<file path="config.mk">
export PLATFORM = sky130hd
export DESIGN_NAME = uf2_block_tracker_top
export DESIGN_NICKNAME = d
export VERILOG_FILES = /design/src/hdl/uf2bt_pkg.sv /design/src/hdl/uf2bt_div.sv /design/src/hdl/uf2_block_tracker_top.sv
export SDC_FILE = /design/constraint.sdc
export NUM_CORES = 2
export LEC_CHECK = 0
export BUFFER_PORTS_ARGS = -buffer_cell sky130_fd_sc_hd__buf_2
export CAP_MARGIN = 5
export CORE_MARGIN = 5
export CORE_UTILIZATION = 25
export DETAILED_ROUTE_END_ITERATION = 12
export PLACE_DENSITY_LB_ADDON = 0.3
export RECOVER_POWER = 100
export SLEW_MARGIN = 30
export SYNTH_ARGS = -nofsm -noshare
export SYNTH_HDL_FRONTEND = slang
export SYNTH_SLANG_ARGS = --single-unit
</file>
<file path="constraint.sdc">
create_clock -name clk -period 19 [get_ports clk]
set_clock_uncertainty 0.05 [all_clocks]
set_input_delay 0.95 -clock clk [delete_from_list [all_inputs] [get_ports clk]]
set_output_delay 0.95 -clock clk [all_outputs]
set_load 0.01 [all_outputs]
</file>
<file path="src/hdl/uf2bt_pkg.sv">
`timescale 1ns / 1ps
`default_nettype none
package uf2bt_pkg;

  localparam int unsigned DEF_WINDOW_BYTES = 262144;
  localparam int unsigned DEF_MAX_PAYLOAD  = 256;
  localparam int unsigned DEF_SECTOR_BYTES = 4096;

  // Payload lengths and the session size travel in this many bits.
  localparam int unsigned LEN_W = 9;

  localparam logic [31:0] MAGIC_FIRST  = 32'h0A324655;
  localparam logic [31:0] MAGIC_SECOND = 32'h9E5D5157;
  localparam logic [31:0] MAGIC_FINAL  = 32'h0AB16F30;

  typedef struct packed {
    logic [31:0] magic_first;
    logic [31:0] magic_second;
    logic [31:0] magic_final;
    logic [31:0] target_address;
    logic [31:0] payload_bytes;
    logic [31:0] total_blocks;
    logic        erase_ok;
    logic        write_ok;
  } hdr_item_t;

  typedef struct packed {
    logic [2:0]       status;
    logic             erase_request;
    logic [31:0]      erase_address;
    logic             write_request;
    logic [31:0]      write_address;
    logic [LEN_W-1:0] write_length;
    logic             transfer_complete;
    logic [10:0]      blocks_received;
    logic [31:0]      blocks_expected;
    logic [18:0]      image_bytes;
  } res_item_t;

endpackage
`default_nettype wire

</file>
<file path="src/hdl/uf2bt_div.sv">
`timescale 1ns / 1ps
`default_nettype none
module uf2bt_div #(
  parameter int unsigned N = 18,
  parameter int unsigned D = 13
) (
  input  wire logic         clk,
  input  wire logic         rst,
  input  wire logic         start,
  input  wire logic [N-1:0] dividend,
  input  wire logic [D-1:0] divisor,
  output logic              done,
  output logic [N-1:0]      quotient,
  output logic [D-1:0]      remainder
);

  localparam int unsigned CNT_W = $clog2(N + 1);

  logic             busy;
  logic [CNT_W-1:0] cnt;
  logic [N-1:0]     dvd;
  logic [N-1:0]     quo;
  logic [D-1:0]     rem;
  logic [D-1:0]     dsr;
  logic [D:0]       trial;
  logic [D:0]       diff;
  logic             fits;

  // Restoring division, one quotient bit per cycle.
  assign trial = {rem, dvd[N-1]};
  assign diff  = trial - {1'b0, dsr};
  assign fits  = trial >= {1'b0, dsr};

  always_ff @(posedge clk) begin
    if (rst) begin
      busy <= 1'b0;
      done <= 1'b0;
      cnt  <= '0;
    end else begin
      done <= 1'b0;
      if (start) begin
        busy <= 1'b1;
        cnt  <= CNT_W'(N);
      end else if (busy) begin
        cnt <= cnt - 1'b1;
        if (cnt == CNT_W'(1)) begin
          busy <= 1'b0;
          done <= 1'b1;
        end
      end
    end
  end

  always_ff @(posedge clk) begin
    if (start) begin
      dvd <= dividend;
      dsr <= divisor;
      rem <= '0;
      quo <= '0;
    end else if (busy) begin
      rem <= fits ? diff[D-1:0] : trial[D-1:0];
      quo <= {quo[N-2:0], fits};
      dvd <= {dvd[N-2:0], 1'b0};
    end
  end

  assign quotient  = quo;
  assign remainder = rem;

endmodule
`default_nettype wire

</file>
<file path="src/hdl/uf2_block_tracker_top.sv">
`timescale 1ns / 1ps
`default_nettype none
// Channel   Direction  Handshake              Payload
// hdr       in         hdr_valid / hdr_stall  uf2bt_pkg::hdr_item_t
// res       out        res_valid / res_stall  uf2bt_pkg::res_item_t
// apb       in/out     psel, penable, pready  app_base, flash_offset
//
// A header that reaches the index lookup uses the shared divider, and a
// new block uses it again to find its sector. After reset the
// received-block memory is swept, one entry per cycle over all
// WINDOW_BYTES / MAX_PAYLOAD entries (1024 by default), before the first
// item is taken. A result waits in the output register while the next
// item is accepted; a stalled result holds the block in its final step
// until it is taken.
module uf2_block_tracker_top #(
  parameter int unsigned WINDOW_BYTES = uf2bt_pkg::DEF_WINDOW_BYTES,
  parameter int unsigned MAX_PAYLOAD  = uf2bt_pkg::DEF_MAX_PAYLOAD,
  parameter int unsigned SECTOR_BYTES = uf2bt_pkg::DEF_SECTOR_BYTES
) (
  input  wire logic                 clk,
  input  wire logic                 rst,
  input  wire logic                 hdr_valid,
  output logic                      hdr_stall,
  input  wire uf2bt_pkg::hdr_item_t hdr,
  output logic                      res_valid,
  input  wire logic                 res_stall,
  output uf2bt_pkg::res_item_t      res,
  input  wire logic                 psel,
  input  wire logic                 penable,
  input  wire logic                 pwrite,
  input  wire logic [2:0]           paddr,
  input  wire logic [31:0]          pwdata,
  output logic [31:0]               prdata,
  output logic                      pready
);

  import uf2bt_pkg::*;

  localparam int unsigned MAP_DEPTH = WINDOW_BYTES / MAX_PAYLOAD;
  localparam int unsigned MAP_AW    = (MAP_DEPTH > 1) ? $clog2(MAP_DEPTH) : 1;
  localparam int unsigned OFF_W     = $clog2(WINDOW_BYTES);
  localparam int unsigned TOP_W     = $clog2(WINDOW_BYTES + 1);
  localparam int unsigned SEC_W     = $clog2(SECTOR_BYTES + 1);
  localparam int unsigned DIV_W     = (SEC_W > LEN_W) ? SEC_W : LEN_W;

  localparam logic [2:0] ST_WRITTEN   = 3'd0;
  localparam logic [2:0] ST_DUPLICATE = 3'd1;
  localparam logic [2:0] ST_BAD_HDR   = 3'd2;
  localparam logic [2:0] ST_RANGE     = 3'd3;
  localparam logic [2:0] ST_SIZE      = 3'd4;
  localparam logic [2:0] ST_ERASE     = 3'd5;
  localparam logic [2:0] ST_WRITE     = 3'd6;
  localparam logic [2:0] ST_OVERFLOW  = 3'd7;

  localparam logic REG_APP_BASE     = 1'b0;
  localparam logic REG_FLASH_OFFSET = 1'b1;

  localparam logic [3:0] S_CLEAR    = 4'd0;
  localparam logic [3:0] S_IDLE     = 4'd1;
  localparam logic [3:0] S_RANGE    = 4'd2;
  localparam logic [3:0] S_LATCH    = 4'd3;
  localparam logic [3:0] S_IDX_WAIT = 4'd4;
  localparam logic [3:0] S_IDX_RD   = 4'd5;
  localparam logic [3:0] S_DUP      = 4'd6;
  localparam logic [3:0] S_SEC_WAIT = 4'd7;
  localparam logic [3:0] S_ADDR     = 4'd8;
  localparam logic [3:0] S_FLASH    = 4'd9;
  localparam logic [3:0] S_FIN      = 4'd10;

  logic [3:0]       state;

  logic [31:0]      app_base;
  logic [31:0]      flash_offset;
  logic [63:0]      erased_map;
  logic [31:0]      expected_count;
  logic [10:0]      received_count;
  logic [LEN_W-1:0] session_payload;
  logic [TOP_W-1:0] top_address;

  logic             hdr_bad;
  logic             borrow;
  logic [31:0]      offset_full;
  logic [LEN_W-1:0] size_q;
  logic [31:0]      total_q;
  logic             e_ok_q;
  logic             w_ok_q;
  logic [MAP_AW-1:0] idx_q;
  logic             need_erase;
  logic             sec_hi;
  logic [5:0]       sec_lo;
  logic [OFF_W-1:0] base_q;
  logic [TOP_W-1:0] end_q;
  logic [2:0]       status_q;
  logic             e_req_q;
  logic [31:0]      e_addr_q;
  logic             w_req_q;
  logic [31:0]      w_addr_q;
  logic [LEN_W-1:0] w_len_q;
  logic [MAP_AW-1:0] clr_cnt;

  logic [32:0]      addr_diff;
  logic [32:0]      range_end;
  logic [OFF_W-1:0] offset;
  logic             hdr_take;
  logic             cfg_write;
  logic             size_ok;
  logic             write_done;

  logic             div_start;
  logic [DIV_W-1:0] div_divisor;
  logic             div_done;
  logic [OFF_W-1:0] div_quo;
  logic [DIV_W-1:0] div_rem;

  logic              map_mem [MAP_DEPTH];
  logic              map_q;
  logic              map_we;
  logic [MAP_AW-1:0] map_wa;

  assign pready    = 1'b1;
  assign cfg_write = psel && penable && pwrite;
  assign prdata    = (paddr[2] == REG_FLASH_OFFSET) ? flash_offset : app_base;

  assign hdr_stall = (state != S_IDLE);
  assign hdr_take  = hdr_valid && !hdr_stall;

  assign addr_diff = {1'b0, hdr.target_address} - {1'b0, app_base};
  assign range_end = {1'b0, offset_full} + 33'(size_q);
  assign offset    = offset_full[OFF_W-1:0];
  assign size_ok   = (size_q == session_payload) && (session_payload != '0);
  assign write_done = (state == S_FLASH) && !(need_erase && !e_ok_q) && w_ok_q;

  assign div_start   = ((state == S_LATCH) && size_ok) || ((state == S_DUP) && !map_q);
  assign div_divisor = (state == S_LATCH) ? DIV_W'(session_payload) : DIV_W'(SECTOR_BYTES);

  uf2bt_div #(
    .N(OFF_W),
    .D(DIV_W)
  ) u_div (
    .clk      (clk),
    .rst      (rst),
    .start    (div_start),
    .dividend (offset),
    .divisor  (div_divisor),
    .done     (div_done),
    .quotient (div_quo),
    .remainder(div_rem)
  );

  // One bit per block index; the sweep after reset clears it.
  assign map_we = (state == S_CLEAR) || write_done;
  assign map_wa = (state == S_CLEAR) ? clr_cnt : idx_q;

  always_ff @(posedge clk) begin
    if (map_we) begin
      map_mem[map_wa] <= (state != S_CLEAR);
    end
    map_q <= map_mem[idx_q];
  end

  always_ff @(posedge clk) begin
    if (rst) begin
      state           <= S_CLEAR;
      clr_cnt         <= '0;
      res_valid       <= 1'b0;
      app_base        <= '0;
      flash_offset    <= '0;
      erased_map      <= '0;
      expected_count  <= '0;
      received_count  <= '0;
      session_payload <= '0;
      top_address     <= '0;
    end else begin
      if (cfg_write) begin
        if (paddr[2] == REG_APP_BASE) begin
          app_base <= pwdata;
        end else begin
          flash_offset <= pwdata;
        end
      end
      if (res_valid && !res_stall && (state != S_FIN)) begin
        res_valid <= 1'b0;
      end

      case (state)
        S_CLEAR: begin
          clr_cnt <= clr_cnt + 1'b1;
          if (clr_cnt == MAP_AW'(MAP_DEPTH - 1)) begin
            state <= S_IDLE;
          end
        end
        S_IDLE: begin
          if (hdr_take) begin
            state <= S_RANGE;
          end
        end
        S_RANGE: begin
          if (hdr_bad) begin
            status_q <= ST_BAD_HDR;
            state    <= S_FIN;
          end else if (borrow || (range_end > 33'(WINDOW_BYTES))) begin
            status_q <= ST_RANGE;
            state    <= S_FIN;
          end else begin
            if (expected_count == '0) begin
              expected_count  <= total_q;
              session_payload <= size_q;
            end
            state <= S_LATCH;
          end
        end
        S_LATCH: begin
          if (!size_ok) begin
            status_q <= ST_SIZE;
            state    <= S_FIN;
          end else begin
            state <= S_IDX_WAIT;
          end
        end
        S_IDX_WAIT: begin
          if (div_done) begin
            if (32'(div_quo) >= 32'(MAP_DEPTH)) begin
              status_q <= ST_OVERFLOW;
              state    <= S_FIN;
            end else begin
              state <= S_IDX_RD;
            end
          end
        end
        S_IDX_RD: begin
          state <= S_DUP;
        end
        S_DUP: begin
          if (map_q) begin
            status_q <= ST_DUPLICATE;
            state    <= S_FIN;
          end else begin
            state <= S_SEC_WAIT;
          end
        end
        S_SEC_WAIT: begin
          if (div_done) begin
            state <= S_ADDR;
          end
        end
        S_ADDR: begin
          state <= S_FLASH;
        end
        S_FLASH: begin
          // A sector past the map is erased every time and never recorded.
          if (need_erase && e_ok_q && !sec_hi) begin
            erased_map[sec_lo] <= 1'b1;
          end
          if (need_erase && !e_ok_q) begin
            status_q <= ST_ERASE;
          end else begin
            status_q <= w_ok_q ? ST_WRITTEN : ST_WRITE;
          end
          if (write_done) begin
            if (received_count != 11'h7FF) begin
              received_count <= received_count + 1'b1;
            end
            if (end_q > top_address) begin
              top_address <= end_q;
            end
          end
          state <= S_FIN;
        end
        S_FIN: begin
          if (!res_valid || !res_stall) begin
            res_valid <= 1'b1;
            state     <= S_IDLE;
          end
        end
        default: begin
          state <= S_IDLE;
        end
      endcase
    end
  end

  always_ff @(posedge clk) begin
    if (hdr_take) begin
      hdr_bad <= (hdr.magic_first != MAGIC_FIRST) || (hdr.magic_second != MAGIC_SECOND) ||
                 (hdr.magic_final != MAGIC_FINAL) || (hdr.payload_bytes == '0) ||
                 (hdr.payload_bytes > 32'(MAX_PAYLOAD));
      borrow      <= addr_diff[32];
      offset_full <= addr_diff[31:0];
      size_q      <= hdr.payload_bytes[LEN_W-1:0];
      total_q     <= hdr.total_blocks;
      e_ok_q      <= hdr.erase_ok;
      w_ok_q      <= hdr.write_ok;
      e_req_q     <= 1'b0;
      e_addr_q    <= '0;
      w_req_q     <= 1'b0;
      w_addr_q    <= '0;
      w_len_q     <= '0;
    end
    if (state == S_LATCH) begin
      end_q <= TOP_W'(offset) + TOP_W'(size_q);
    end
    if ((state == S_IDX_WAIT) && div_done) begin
      idx_q <= div_quo[MAP_AW-1:0];
    end
    if ((state == S_SEC_WAIT) && div_done) begin
      sec_hi     <= (div_quo[OFF_W-1:6] != '0);
      sec_lo     <= div_quo[5:0];
      need_erase <= (div_quo[OFF_W-1:6] != '0) || !erased_map[div_quo[5:0]];
      base_q     <= offset - OFF_W'(div_rem);
    end
    if (state == S_ADDR) begin
      if (need_erase) begin
        e_addr_q <= flash_offset + 32'(base_q);
      end
      if (!(need_erase && !e_ok_q)) begin
        w_addr_q <= flash_offset + 32'(offset);
      end
    end
    if (state == S_FLASH) begin
      e_req_q <= need_erase;
      if (!(need_erase && !e_ok_q)) begin
        w_req_q <= 1'b1;
        w_len_q <= size_q;
      end
    end
    if ((state == S_FIN) && (!res_valid || !res_stall)) begin
      res.status            <= status_q;
      res.erase_request     <= e_req_q;
      res.erase_address     <= e_addr_q;
      res.write_request     <= w_req_q;
      res.write_address     <= w_addr_q;
      res.write_length      <= w_len_q;
      res.transfer_complete <= (expected_count != '0) &&
                               (32'(received_count) >= expected_count);
      res.blocks_received   <= received_count;
      res.blocks_expected   <= expected_count;
      res.image_bytes       <= 19'(top_address);
    end
  end

endmodule
`default_nettype wire
</file>
# After elaboration in Yosys (flattened, before gate mapping)
# Memory sizes are Yosys's and may differ from the RTL's. A register that Yosys moved wholly into a read port is not among the register bits.
# Cells that the tools add are included.
# word_totals
reg_bits	634
ram_bits	1024
input_bits	236
output_inout_bits	176
memories	1
# mem_list
name	words	width	read_ports	rd_clocked_by_memory_dff	write_ports	line_no	rtl
map_mem	1024	1	1	1	1	uf2_block_tracker_top.sv:115	logic map_mem [MAP_DEPTH];
# op_classes
n_addsub	10
magnitude_cmp	9
n_eq_ne	28
mux	55
bitwise	6
reduce_logical	55
# ops
cell	count
2-to-1 mux 32 bit	7
adder 32 x 18 -> 32 bit	2
logical NOT 32 bit	2
inequality test 32 x 28 -> 1 bit (second input constant)	2
bitwise OR 64 bit	1
one-hot mux 4 bit (11 select lines)	1
2-to-1 mux 4 bit	10
2-to-1 mux 18 bit	2
adder 32 x 9 -> 33 bit	1
greater-than comparator 33 x 19 -> 1 bit (second input constant)	1
subtractor 32 x 32 -> 33 bit	1
>= comparator 11 x 32 -> 1 bit	1
greater-than comparator 32 x 9 -> 1 bit (second input constant)	1
inequality test 32 bit (second input constant)	1
nonzero test 32 bit	1
2-to-1 mux 9 bit	3
2-to-1 mux 13 bit	2
2-to-1 mux 3 bit	8
adder 18 x 9 -> 19 bit	1
greater-than comparator 19 bit	1
>= comparator 18 x 11 -> 1 bit (second input constant)	1
logical AND 1 bit	18
subtractor 18 x 13 -> 18 bit	1
== test 4 x 3 -> 1 bit (second input constant)	4
41 further kinds	90

# Depth between registers and ports, before layout
# logic_depth
word_depth	8
ltp_mapped	14
mapped_depth_nobuf	12

# Modules after synthesis
# From an unflattened synthesis, not the netlist that was laid out.
# unflattened
hier_cells	5708
hier_area_um2	73511.8
# modules_own_cells
module	n_inst	cells_each	area_per_inst_um2	seq_area_each_um2
uf2_block_tracker_top	1	5401	70122.3	44853.0
uf2bt_div	1	307	3389.5	1691.6

# Worst setup path before layout
# No wires, ideal clock.
# synth_timing
kind	reg2reg
start	register state[1]
end	memory map_mem[751], enable pin
arrival_ps	20578
path_slack_ps	-1882
path_stages_with_launch	9
path_buffers	3
period_less_slack_ps	20882
path_cell_list	dfxtp_1 -> clkbuf_1 -> nor4_2 -> inv_1 -> clkbuf_1 -> o21ai_1 -> nand2_1 -> clkbuf_1 -> nor2_1
# synth_between
elab_chain_cells	6
elab_cells_between_ends	8
# synth_rtl
element	line_no	rtl
start, declared	uf2_block_tracker_top.sv:70	logic [3:0] state;
start signal, assigned	uf2_block_tracker_top.sv:163	state <= S_CLEAR;
start signal, assigned	uf2_block_tracker_top.sv:189	state <= S_IDLE;
start signal, assigned	uf2_block_tracker_top.sv:194	state <= S_RANGE;
== test 4 bit	uf2_block_tracker_top.sv:131	assign write_done = (state == S_FLASH) && !(need_erase && !e_ok_q) && w_ok_q;
logical AND 1 bit (2 in a row)	uf2_block_tracker_top.sv:131	
logical OR 1 bit	uf2_block_tracker_top.sv:151	assign map_we = (state == S_CLEAR) || write_done;
2-to-1 mux 1 bit	uf2_block_tracker_top.sv:155	if (map_we) begin
2-to-1 mux 1 bit (not written as such)	uf2_block_tracker_top.sv:156	map_mem[map_wa] <= (state != S_CLEAR);
end, declared	uf2_block_tracker_top.sv:115	
# Parallel ways exist; a longest one is shown, timed or not.

# Worst setup path in the final report
# layout_timing
start	register idx_q[1]
end	memory map_mem[489], enable pin
# layout_between
elab_chain_cells	1
# layout_rtl
element	line_no	rtl
start, declared	uf2_block_tracker_top.sv:87	logic [MAP_AW-1:0] idx_q;
start signal, assigned	uf2_block_tracker_top.sv:303	idx_q <= div_quo[MAP_AW-1:0];
2-to-1 mux 10 bit	uf2_block_tracker_top.sv:152	assign map_wa = (state == S_CLEAR) ? clr_cnt : idx_q;
# Every way passes these cells.

==> flow_metrics.tcl <==
set metrics [dict create \
    final_cell_mix "nor2_1, edfxtp_1, nand2_1" \
    place_ws_ns 13.24 \
    cts_setup_buffers 0 \
    r2r_slack_ns 7.32 \
    multi_input_area_sq_um 24900 \
    crit_fanout 97 \
    crit_top_cell "clkbuf_1" \
    htreeDepth 4 \
    track_usage_pct 13.8 \
    fp-row-count 199 \
    drt_iter0_drc 4549 \
    syn2layout_area_growth_pct 15.8 \
    fmax_mhz 85.6 \
    synth_top_flop_cell "edfxtp_1" \
    clk_path_buf_depth 3 \
    clock-root-buffer "clkbuf_16" \
    drc 0 \
    rsz0062_at_grt "false" \
    cap_violations 50 \
    cp-end-kind "flop" \
    ys_ff_latch 1656 \
    period_needed_ns 11.68 \
    synth_cells 5781 \
    grt_pass1_vias 46485 \
    cts_tree "built" \
    tightest_slew_ns 6.55 \
    cpPeakStageDelay_ns 4.74 \
    crit_required_ns 19.40 \
    syn_area_per_cell_sq_um 12.7 \
    final_common_cell "nor2_1" \
    async_reset_ff_share_pct 0 \
    setup_viol 0 \
    seqCellArea_sq_um 46500 \
    cts_buffers 180 \
    drtPass1Iterations 7 \
    crit_chain "clkbuf_1 -> clkbuf_1 -> nor3b_1 -> a31oi_1 -> nor2_1 -> nand2_1 -> clkbuf_1 -> nor2_1" \
    n_fill_cell 29908 \
    dpl.hpwl_microns 136000 \
    grt_pass1_wl_microns 314000 \
    startpoint_type "flop" \
    die_w_microns 552 \
    routed_wl_microns 220000 \
    insertion_delay_ns 0.83 \
    slew_viol_final 1983 \
    drive_gt1_share_pct 14.8 \
    core_sq_um 293000 \
    syn-num-nets 6157 \
    place_inst 9773 \
    grt_max_degree 315 \
    status "finished, violations left" \
    relSlewSlack_pct -337 \
    fin_nets 6415 \
    viasPerCell 4.73 \
    synth.distinct_cells 77 \
    violations "capacitance limit, slew limit" \
    post_cts_resized 0 \
    slowest_stage "clkbuf_1" \
    cts_hold_buf 0 \
    via_count 47844 \
    ys_warn_count 0 \
    cp_top_family "buffers and inverters" \
    cts.sink_count 1656 \
    synth-edff-count 1329 \
    fp.dieArea_sq_um 305000 \
    fin_crit_sh_pct 61.5 \
    overflow 0 \
    ys_seq_area_share_pct 63.3 \
    ant_nets 0 \
    place_congestion 0.848 \
    clk_pin_slew_ns 0.06 \
    start_util_pct 25.1 \
    hp-class "primary input to flop" \
    io_pins 412 \
    antenna_found_initial 13 \
    power.leakage_uw 0.0264 \
    die_y_microns 552 \
    ir_drop_v 0.000120 \
    critPathKind "flop to flop" \
    cp_num_buf_inv 3 \
    worst_slack_ns 7.32 \
    instances_no_fill 10106 \
    syn-cell-area_sq_um 73400 \
    power.density_nw_per_um2 109 \
    finalSetupTns_ns 0 \
    fin_total_pwr_uw 9280 \
    avgRoutedWirePerCell_microns 21.7 \
    arrival_ns 12.08 \
    hold_violations 0 \
    io_buffers 408 \
]
## path summary, 6_finish.rpt
path	depth (start not counted)	from	end
setup reg to reg	8	idx_q[1]	map_mem[489]
setup / recovery	8	idx_q[1]	map_mem[489]
hold / removal	1	hdr[30]	total_q[28]
hold reg to reg	0	e_addr_q[13]	res[118]
## metal layers
metal	part of all wire [%]	vias to the layer above	track usage (%)	wire [microns]
li1	-	21563	-	-
met1	43	24284	18.6	94000
met2	47	1695	23.0	104000
met3	7.3	300	2.25	16000
met4	2.5	2	3.70	5580
met5	0.0032	-	0	7
## registers in the layout, summed over array words and instances, names as in the netlist, 19 cells and up
register and cells:
map_mem 1024, res 141, erased_map 64, app_base 32, e_addr_q 32, expected_count 32, flash_offset 32, offset_full 32
total_q 32, w_addr_q 32, end_q 19, top_address 19
## stage by stage
step	hold slack, ns	utilization (%)	area (sq um)
finish	0.251	29.0	85000
detailed placement	0.366	27.2	79700
CTS	0.161	29.2	85500
global placement	0.363	27.2	79600
global route	0.178	29.0	85000
floorplan	0.350	-	73400
## Yosys cell counts (all sizes together) (15+ instances only)
master	n	share of area, %
clkbuf	329	1.7
nor4	34	0.30
nand2	379	1.9
a31oi	30	0.26
nor3	61	0.42
nor3b	16	0.16
buf	85	0.54
nand4	37	0.32
o21a	18	0.18
ha	134	2.3
dfxtp	327	8.9
nor2	1338	6.8
nand2b	34	0.29
mux4	333	10
mux2i	61	0.83
and3	44	0.37
a211oi	30	0.31
mux2	19	0.29
and2	17	0.14
xor2	66	0.79
inv	139	0.71
edfxtp	1329	54
a21o	33	0.34
nand3	129	0.88
o21ai	163	1.1
nor2b	53	0.45
a21oi	262	1.8
xnor2	76	0.91
o211ai	15	0.15
## kinds of logic after synthesis
| kind of cell | share of synthesized area, % |
|---|---|
| flops | 63.3 |
| mux | 11.3 |
| fa+ha+maj | 2.45 |
| other cells | 0.00511 |
| compound gates | 5.40 |
| buf+inv | 2.93 |
| xor+xnor | 1.69 |
| simple gates | 12.9 |
## final cells by class
class | count | area share, %
Inverter | 139 | 0.617
Sequential cell | 1656 | 54.7
Timing Repair Buffer | 490 | 2.77
Clock buffer | 230 | 5.74
Tap cell | 3919 | 5.77
Multi-Input combinational cell | 3572 | 29.3
Clock inverter | 98 | 1.11
Antenna cell | 2 | 0.00589
## power breakdown
part,internal (uW),leakage [uW],switching (uW),total (uW)
registers,4580,0.0148,109,4690
clock network,1970,0.00283,1490,3470
logic,232,0.00884,890,1120
Note: power is estimated with default switching activity, not from simulation.
